**src/rtl/core/csv_field_tokenizer_core_assert.svh**
```systemverilog
// Assertion macros for the CSV field tokenizer core.
// Needs no package; the including module supplies clock, reset and signals.
`ifndef CSV_FIELD_TOKENIZER_CORE_ASSERT_SVH
`define CSV_FIELD_TOKENIZER_CORE_ASSERT_SVH

// same-cycle implication, disabled in reset
`define CFT_ASSERT_NOW(lbl, clk, rstn, ante, cons, msg) \
    lbl: assert property (@(posedge clk) disable iff (!rstn) (ante) |-> (cons)) \
        else $error(msg);

// next-cycle implication, disabled in reset
`define CFT_ASSERT_NEXT(lbl, clk, rstn, ante, cons, msg) \
    lbl: assert property (@(posedge clk) disable iff (!rstn) (ante) |=> (cons)) \
        else $error(msg);

`endif

```
**src/rtl/core/cft_pkg.sv**
```systemverilog
// Package for the CSV field tokenizer core: widths, codes and item types.
// No dependencies.
package cft_pkg;

    localparam int ROW_BITS      = 20;
    localparam int RCNT_BITS     = ROW_BITS + 1;
    localparam int COLUMN_BITS   = 12;
    localparam int CFG_DATA_BITS = ROW_BITS;

    localparam logic [7:0] CHAR_LF = 8'h0A;
    localparam logic [7:0] CHAR_CR = 8'h0D;
    localparam logic [7:0] DELIM_RESET = 8'h2C;
    localparam logic [7:0] QUOTE_RESET = 8'h22;

    localparam logic [1:0] CFG_DELIMITER = 2'd0;
    localparam logic [1:0] CFG_QUOTE     = 2'd1;
    localparam logic [1:0] CFG_FOLD      = 2'd2;
    localparam logic [1:0] CFG_SKIP_ROWS = 2'd3;

    typedef enum logic [2:0] {
        ST_START       = 3'd0,
        ST_QUOTED      = 3'd1,
        ST_MAYBE_END   = 3'd2,
        ST_AFTER_QUOTE = 3'd3,
        ST_UNQUOTED    = 3'd4
    } parse_state_t;

    typedef enum logic [2:0] {
        K_APPEND  = 3'd0,
        K_CLEAR   = 3'd1,
        K_COMMIT  = 3'd2,
        K_DISCARD = 3'd3,
        K_END     = 3'd4
    } kind_t;

    typedef struct packed {
        logic [7:0] char_byte;
        logic       end_of_text;
    } cft_in_t;

    typedef struct packed {
        kind_t                   kind;
        logic [7:0]              byte_value;
        logic [ROW_BITS-1:0]     row;
        logic [COLUMN_BITS-1:0]  column;
        logic [ROW_BITS-1:0]     row_count;
        logic                    last;
    } cft_out_t;

endpackage

```
**src/rtl/core/csv_field_tokenizer_core.sv**
```systemverilog
// Path: an accepted input item passes the input register, then the result queue, before
// any result of it shows on m_data.
// Throughput: one input item per cycle while the result queue has room; an end item with
// a pending field gives two results at once, which the 4-entry result queue absorbs.
// s_ready drops only when the result queue holds more than two items.
// Reset: synchronous, active low; clears parse state and counters, registers to defaults.
// Top level of the CSV field tokenizer; depends on cft_pkg and the assertion header.
`include "csv_field_tokenizer_core_assert.svh"

module csv_field_tokenizer_core (
    input  logic                                  aclk,
    input  logic                                  aresetn,
    input  logic                                  cfg_valid,
    output logic                                  cfg_ready,
    input  logic [1:0]                            cfg_index,
    input  logic [cft_pkg::CFG_DATA_BITS-1:0]     cfg_data,
    input  logic                                  s_valid,
    output logic                                  s_ready,
    input  cft_pkg::cft_in_t                      s_data,
    output logic                                  m_valid,
    input  logic                                  m_ready,
    output cft_pkg::cft_out_t                     m_data
);
    import cft_pkg::*;

    localparam int QDEPTH = 4;
    localparam int QPTR   = $clog2(QDEPTH);
    localparam int QCNT   = QPTR + 1;

    // configuration
    logic [7:0]          delim_reg;
    logic [7:0]          quote_reg;
    logic                fold_reg;
    logic [ROW_BITS-1:0] skip_reg;

    // input register
    logic    in_vld_reg;
    cft_in_t in_reg;

    // parse state
    parse_state_t           parse_state_reg, parse_state_next;
    logic [RCNT_BITS-1:0]   row_counter_reg, row_counter_next;
    logic [COLUMN_BITS-1:0] column_reg, column_next;
    logic                   prev_delim_reg, prev_delim_next;
    logic                   pending_reg, pending_next;

    // result queue
    cft_out_t         q_reg [QDEPTH];
    logic [QPTR-1:0]  wr_ptr_reg, rd_ptr_reg;
    logic [QCNT-1:0]  cnt_reg;

    logic proc_go, pop, byte_go;
    logic is_d, is_q, is_nl, is_cr;
    logic do_append, do_clear, do_finish, do_delim, do_nl;
    logic col_step, row_step;
    logic [1:0] push_n;
    cft_out_t ev_a, ev_b, emit_ev, end_ev, append_ev, clear_ev;

    logic [RCNT_BITS-1:0]   row_inc;
    logic [RCNT_BITS-1:0]   row_diff, rc_src, rc_diff;
    logic [COLUMN_BITS-1:0] column_inc;

    assign cfg_ready = 1'b1;

    always_ff @(posedge aclk) begin
        if (!aresetn) begin
            delim_reg <= DELIM_RESET;
            quote_reg <= QUOTE_RESET;
            fold_reg  <= 1'b0;
            skip_reg  <= '0;
        end else if (cfg_valid && cfg_ready) begin
            case (cfg_index)
                CFG_DELIMITER: delim_reg <= cfg_data[7:0];
                CFG_QUOTE:     quote_reg <= cfg_data[7:0];
                CFG_FOLD:      fold_reg  <= cfg_data[0];
                CFG_SKIP_ROWS: skip_reg  <= cfg_data[ROW_BITS-1:0];
                default: ;
            endcase
        end
    end

    // input stage
    assign proc_go = in_vld_reg && (cnt_reg <= QCNT'(QDEPTH - 2));
    assign s_ready = !in_vld_reg || proc_go;
    assign pop     = m_valid && m_ready;

    always_ff @(posedge aclk) begin
        if (!aresetn) begin
            in_vld_reg <= 1'b0;
        end else if (s_ready) begin
            in_vld_reg <= s_valid;
        end
    end

    always_ff @(posedge aclk) begin
        if (s_valid && s_ready) begin
            in_reg <= s_data;
        end
    end

    assign is_d    = in_reg.char_byte == delim_reg;
    assign is_q    = in_reg.char_byte == quote_reg;
    assign is_nl   = in_reg.char_byte == CHAR_LF;
    assign is_cr   = in_reg.char_byte == CHAR_CR;
    assign byte_go = proc_go && !in_reg.end_of_text && !is_cr;

    // next state
    always_comb begin
        parse_state_next = parse_state_reg;
        if (proc_go && in_reg.end_of_text) begin
            parse_state_next = ST_START;
        end else if (byte_go) begin
            case (parse_state_reg)
                ST_QUOTED: begin
                    if (is_q) begin
                        parse_state_next = ST_MAYBE_END;
                    end else if (is_nl) begin
                        parse_state_next = ST_START;
                    end
                end
                ST_MAYBE_END: begin
                    if (is_q) begin
                        parse_state_next = ST_QUOTED;
                    end else if (is_d || is_nl) begin
                        parse_state_next = ST_START;
                    end else begin
                        parse_state_next = ST_AFTER_QUOTE;
                    end
                end
                ST_AFTER_QUOTE: begin
                    if (is_d || is_nl) begin
                        parse_state_next = ST_START;
                    end
                end
                ST_UNQUOTED: begin
                    if (is_q) begin
                        parse_state_next = ST_QUOTED;
                    end else if (is_d || is_nl) begin
                        parse_state_next = ST_START;
                    end
                end
                default: begin
                    if (is_q) begin
                        parse_state_next = ST_QUOTED;
                    end else if (!is_d && !is_nl) begin
                        parse_state_next = ST_UNQUOTED;
                    end else begin
                        parse_state_next = ST_START;
                    end
                end
            endcase
        end
    end

    // actions of the current byte
    always_comb begin
        do_append = 1'b0;
        do_clear  = 1'b0;
        do_finish = 1'b0;
        do_delim  = 1'b0;
        do_nl     = 1'b0;
        case (parse_state_reg)
            ST_QUOTED: begin
                do_append = !is_q && !is_nl;
                do_finish = !is_q && is_nl;
            end
            ST_MAYBE_END: begin
                do_append = is_q;
                do_finish = !is_q && (is_d || is_nl);
            end
            ST_AFTER_QUOTE: begin
                do_finish = is_d || is_nl;
            end
            ST_UNQUOTED: begin
                do_clear  = is_q;
                do_finish = !is_q && (is_d || is_nl);
                do_append = !is_q && !is_d && !is_nl;
            end
            default: begin
                do_delim  = !is_q && is_d;
                do_nl     = !is_q && !is_d && is_nl;
                do_append = !is_q && !is_d && !is_nl;
            end
        endcase
    end

    assign col_step = do_delim || (do_finish && !is_nl);
    assign row_step = do_nl || (do_finish && is_nl);

    assign row_inc    = (&row_counter_reg) ? row_counter_reg : row_counter_reg + 1'b1;
    assign column_inc = (&column_reg) ? column_reg : column_reg + 1'b1;
    assign row_diff   = row_counter_reg - {1'b0, skip_reg};
    assign rc_src     = pending_reg ? row_inc : row_counter_reg;
    assign rc_diff    = rc_src - {1'b0, skip_reg};

    // result items
    always_comb begin
        emit_ev = '0;
        if (row_counter_reg > {1'b0, skip_reg}) begin
            emit_ev.kind   = K_COMMIT;
            emit_ev.row    = row_diff[ROW_BITS] ? '1 : row_diff[ROW_BITS-1:0];
            emit_ev.column = column_reg;
        end else begin
            emit_ev.kind = K_DISCARD;
        end

        end_ev      = '0;
        end_ev.kind = K_END;
        end_ev.last = 1'b1;
        if (rc_src > {1'b0, skip_reg}) begin
            end_ev.row_count = rc_diff[ROW_BITS] ? '1 : rc_diff[ROW_BITS-1:0];
        end

        append_ev            = '0;
        append_ev.kind       = K_APPEND;
        append_ev.byte_value = in_reg.char_byte;
        append_ev.last       = 1'b1;

        clear_ev      = '0;
        clear_ev.kind = K_CLEAR;
        clear_ev.last = 1'b1;

        ev_b   = end_ev;
        ev_a   = append_ev;
        push_n = 2'd0;
        if (proc_go && in_reg.end_of_text) begin
            if (pending_reg) begin
                ev_a   = emit_ev;
                push_n = 2'd2;
            end else begin
                ev_a   = end_ev;
                push_n = 2'd1;
            end
        end else if (byte_go) begin
            if (do_finish) begin
                ev_a      = emit_ev;
                ev_a.last = 1'b1;
                push_n    = 2'd1;
            end else if (do_clear) begin
                ev_a   = clear_ev;
                push_n = 2'd1;
            end else if (do_append) begin
                push_n = 2'd1;
            end
        end
    end

    // counters and flags
    always_comb begin
        row_counter_next = row_counter_reg;
        column_next      = column_reg;
        prev_delim_next  = prev_delim_reg;
        pending_next     = pending_reg;
        if (proc_go && in_reg.end_of_text) begin
            row_counter_next = RCNT_BITS'(1);
            column_next      = COLUMN_BITS'(1);
            prev_delim_next  = 1'b0;
            pending_next     = 1'b0;
        end else if (byte_go) begin
            if (row_step) begin
                row_counter_next = row_inc;
                column_next      = COLUMN_BITS'(1);
            end else if (col_step && (!fold_reg || !prev_delim_reg)) begin
                column_next = column_inc;
            end
            if (!is_d) begin
                prev_delim_next = 1'b0;
            end else if (col_step) begin
                prev_delim_next = 1'b1;
            end
            if (do_append) begin
                pending_next = 1'b1;
            end else if (do_clear || do_finish) begin
                pending_next = 1'b0;
            end
        end
    end

    always_ff @(posedge aclk) begin
        if (!aresetn) begin
            parse_state_reg <= ST_START;
            row_counter_reg <= RCNT_BITS'(1);
            column_reg      <= COLUMN_BITS'(1);
            prev_delim_reg  <= 1'b0;
            pending_reg     <= 1'b0;
        end else begin
            parse_state_reg <= parse_state_next;
            row_counter_reg <= row_counter_next;
            column_reg      <= column_next;
            prev_delim_reg  <= prev_delim_next;
            pending_reg     <= pending_next;
        end
    end

    // result queue
    always_ff @(posedge aclk) begin
        if (push_n != 2'd0) begin
            q_reg[wr_ptr_reg] <= ev_a;
        end
        if (push_n == 2'd2) begin
            q_reg[wr_ptr_reg + 1'b1] <= ev_b;
        end
    end

    always_ff @(posedge aclk) begin
        if (!aresetn) begin
            wr_ptr_reg <= '0;
            rd_ptr_reg <= '0;
            cnt_reg    <= '0;
        end else begin
            wr_ptr_reg <= wr_ptr_reg + QPTR'(push_n);
            if (pop) begin
                rd_ptr_reg <= rd_ptr_reg + 1'b1;
            end
            cnt_reg <= cnt_reg + QCNT'(push_n) - QCNT'(pop);
        end
    end

    assign m_valid = cnt_reg != '0;
    assign m_data  = q_reg[rd_ptr_reg];

    `CFT_ASSERT_NOW(a_queue_bound, aclk, aresetn, 1'b1, cnt_reg <= QCNT'(QDEPTH),
        "queue overfull")
    `CFT_ASSERT_NEXT(a_pop_only, aclk, aresetn, pop && !proc_go,
        cnt_reg == $past(cnt_reg) - 1'b1, "queue count wrong after pop")
    `CFT_ASSERT_NEXT(a_end_clears, aclk, aresetn, proc_go && in_reg.end_of_text,
        parse_state_reg == ST_START && row_counter_reg == RCNT_BITS'(1) && !pending_reg,
        "state not cleared after end item")
    `CFT_ASSERT_NOW(a_pending_state, aclk, aresetn, pending_reg,
        parse_state_reg != ST_START, "field pending in start state")
    `CFT_ASSERT_NOW(a_commit_column, aclk, aresetn, m_valid && m_data.kind == K_COMMIT,
        m_data.column != '0, "commit with column zero")

endmodule

```
**config.mk**
```make
export PLATFORM = sky130hd
export DESIGN_NAME = csv_field_tokenizer_core
export DESIGN_NICKNAME = d
export VERILOG_FILES = /design/src/rtl/core/cft_pkg.sv /design/src/rtl/core/csv_field_tokenizer_core.sv
export VERILOG_INCLUDE_DIRS = /design/src /design/src/rtl/core
export SDC_FILE = /design/constraint.sdc
export NUM_CORES = 1
export LEC_CHECK = 0
export ABC_AREA = 1
export BUFFER_PORTS_ARGS = -buffer_cell sky130_fd_sc_hd__buf_2
export CORE_MARGIN = 2
export CORE_UTILIZATION = 67
export DETAILED_ROUTE_END_ITERATION = 6
export PLACE_DENSITY = 0.88
export SYNTH_ARGS = -nofsm -noshare
export SYNTH_HDL_FRONTEND = slang
export SYNTH_SLANG_ARGS = --single-unit
```
**constraint.sdc**
```tcl
create_clock -name aclk -period 11.15 [get_ports aclk]
set_input_delay 0.5575 -clock aclk [delete_from_list [all_inputs] [get_ports aclk]]
set_output_delay 0.5575 -clock aclk [all_outputs]
set_load 0.03 [all_outputs]
```
==> flow_metrics.py <==
metrics = {
    "floorplanning": {
        "start_util": 0.6861,
        "fp.dieW_um": 170.6,
        "rows": 60,
        "die_y_um": 170.6,
        "die-area_mm2": 0.02910,
        "ios": 103,
        "coreArea_mm2": 0.02710,
    },
    "grt": {
        "grt_overflow": 0,
        "grt_pass1_wl_um": 91270,
        "grt_max_degree": 99,
        "track_usage": 0.3968,
        "antenna_found_initial": 1,
        "grt_pass1_vias": 17016,
    },
    "yosys": {
        "synthTopCellsByArea": "dfxtp_1, edfxtp_1, nand3_1, nand2_1, nor2_1",
        "async_flop_share": 0,
        "synth_ff_type": "dfxtp_1",
        "synth_top_cell_area_share": 0.2810,
        "avgSynthCellArea_um2": 7.257,
        "synth_nets": 2647,
        "ys_types": 48,
        "syn_area_mm2": 0.01859,
        "yosys.area.top_type": "dfxtp_1",
        "seq_area_frac_synth": 0.4248,
        "syn_inst": 2562,
        "synth_edf_count": 89,
        "ys_ff_latch": 350,
        "ys_warn_count": 0,
    },
    "clock_network": {
        "cts_resized": 0,
        "clock_latency_ns": 0.54,
        "cts.sinks": 350,
        "hold_buffers": 0,
        "clk_pin_slew_ns": 0.06,
        "postCtsSetupBuffers": 0,
        "cts_made_buffers": 37,
        "cts.path.max_buffers": 3,
        "cts_tree": "built",
        "htree_levels": 2,
        "cts-root-buf": "clkbuf_16",
    },
    "worst_setup_path": {
        "arrival_ns": 6.02,
        "crit_cells": 12,
        "crit_path_end": "q_reg[2][6]",
        "cpPeakStageDelay_ns": 1.09,
        "reg2reg_to": "q_reg[2][6]",
        "crit_chain": "xnor2_1 -> nand2_1 -> nor2_1 -> nand2_1 -> nand2_2 -> nand2_2 -> a21oi_4 -> nor2_2 -> nand2_4 -> buf_4 -> nand2_2 -> nand2_1",
        "startpoint": "append_ev[57]",
        "r2r_slack_ns": 5.28,
        "timing.rr.start": "append_ev[57]",
        "required_ns": 11.30,
        "worst_path_max_delay_cell": "nand2_1",
        "cp_top_family": "simple AND/OR/NAND/NOR gates",
        "reg2reg_depth": 12,
        "crit_fanout": 94,
        "endpoint_kind": "register",
        "critPathLaunchType": "register",
        "critPathBufInv": 1,
        "worstSetupPathType": "register to register",
    },
    "detailed_routing": {
        "drc": 0,
        "vias": 18606,
        "dr.pass1.iters": 7,
        "detailedRoute.firstIterationViolations": 2719,
        "drtAntennaViolNets": 0,
        "wl_um": 58450,
        "avgViaCountPerCell": 6.263,
        "wl_per_cell_um": 19.67,
    },
    "placement": {
        "port_buffers": 101,
        "post-dp-hpwl_um": 38790,
        "gp_congestion": 0.9860,
        "place_area_mm2": 0.01891,
        "place_ws_ns": 5.467,
    },
    "power_and_ir_drop": {
        "switching_power_uw": 1435,
        "p_clk_frac": 0.329,
        "comb_power_share": 0.294,
        "leakagePower_uw": 0.008866,
        "power.density_mw_per_mm2": 191.3,
        "swShare": 0.3719,
        "p_int_uw": 2423,
        "p_seq_frac": 0.377,
        "peakVddDrop_uv": 126.7,
    },
    "layout": {
        "final_common_cell": "nand2_1",
        "drive_gt1_frac": 0.08661,
        "nets": 2654,
        "area_growth_pct": 8.465,
        "largest_reg_flops": 256,
        "design_area_mm2": 0.02017,
        "final_cell_mix": "nand2_1, nand3_1, nor2_1",
    },
    "timing": {
        "relSlewSlack": 0.2100,
        "setup_tns_ns": 0,
        "hold_viol_final": 0,
        "setup_viol": 0,
        "fmax_ghz": 0.1704,
        "clock_skew_ns": 0.02785,
        "tightestPinTransition_ns": 1.185,
        "slew_viol_final": 0,
        "fin_ws_ns": 5.280,
        "rsz0062_at_grt": "false",
        "fin_crit_sh": 0.5264,
        "finalCriticalPeriod_ns": 5.870,
    },
    "status": {
        "status": "finished clean",
    },
    "min_path": {
        "hold_path.class": "input port to register",
    },
    "flow_run": {
        "maxCapViolations": 0,
    },
}
==> cells by family (layout without fill, tap and decap cells) <==
family          after synthesis  count (layout)  share of synthesized area
fa+ha+maj                    49              49                    0.03419
flops                       350             350                     0.4248
simple gates               1356            1356                     0.3133
other cells                   1               2                  0.0002017
buf+inv                     311             347                    0.07564
xor+xnor                     43              43                    0.02026
compound gates              452             452                     0.1316
==> how the worst min path moves through the flow <==
stage                      start       endpoint  slack (ns)  cells after the start
finish                 s_data[2]  append_ev[54]        0.19                      1
global route           s_data[1]  append_ev[53]        0.20                      1
CTS                    s_data[5]  append_ev[57]        0.19                      1
detailed placement  q_reg[3][63]   q_reg[3][63]        0.43                      2
global placement    q_reg[2][63]   q_reg[2][63]        0.43                      2
floorplan           q_reg[1][63]   q_reg[1][63]        0.41                      2
==> layer usage <==
layer	GRT usage	vias to the layer above	wire, um
met5	0	-	0
met4	0.1557	0	2233
met3	0.07518	179	6322
met2	0.6455	1099	27180
met1	0.5243	8686	22710
li1	-	8642	-
==> per-stage QoR <==
| stage | instances | hold slack, ns | total power [uW] | util |
|---|---|---|---|---|
| floorplan | 2562 | 0.4136 | 2271 | - |
| global route | 2971 | 0.1979 | 3997 | 0.7441 |
| global placement | 2902 | 0.4280 | 2556 | 0.6976 |
| CTS | 2970 | 0.1868 | 3822 | 0.7440 |
| finish | 2971 | 0.1950 | 3858 | 0.7441 |
| detailed placement | 2902 | 0.4335 | 2576 | 0.6976 |
==> power by group through the flow <==
stage | clock network, uW | registers (uW) | logic, uW
floorplan | 0 | 1450 | 819
global placement | 0 | 1470 | 1080
detailed placement | 0 | 1480 | 1100
CTS | 1270 | 1450 | 1100
global route | 1320 | 1460 | 1220
finish | 1270 | 1450 | 1140
==> cell type report <==
type                       instances  area (um^2)
antenna                            1        2.502
clock buffer                      50         1057
clock inverter                    18        200.2
fill                            2115         6934
inverter                         165        620.6
multi-input combinational       1901         9315
sequential                       350         7903
tap                              372        465.4
timing repair buffer             114        603.1
==> synth_stat cells, types with 2 or more instances <==
master    number
a21oi_1      112
inv_1        153
o21ai_0      233
buf_1          5
edfxtp_1      89
o21ai_1       14
ha_1          46
nor4_1        10
xnor2_1       16
clkinv_1       3
nand2_2       10
inv_2          9
xor2_1        27
a21o_1         4
a31oi_1        4
nand4_1       24
nand2_1      472
nand3_1      407
nor3_1        28
o21a_1         2
dfxtp_1      261
fa_1           3
nor2_2        12
buf_6         26
clkbuf_1      90
or2_2          6
o211ai_1       4
buf_2         23
o22ai_1       64
o21bai_1       4
nor2_1       380
a211oi_1       5
Note: power is estimated with default switching activity, not from simulation.
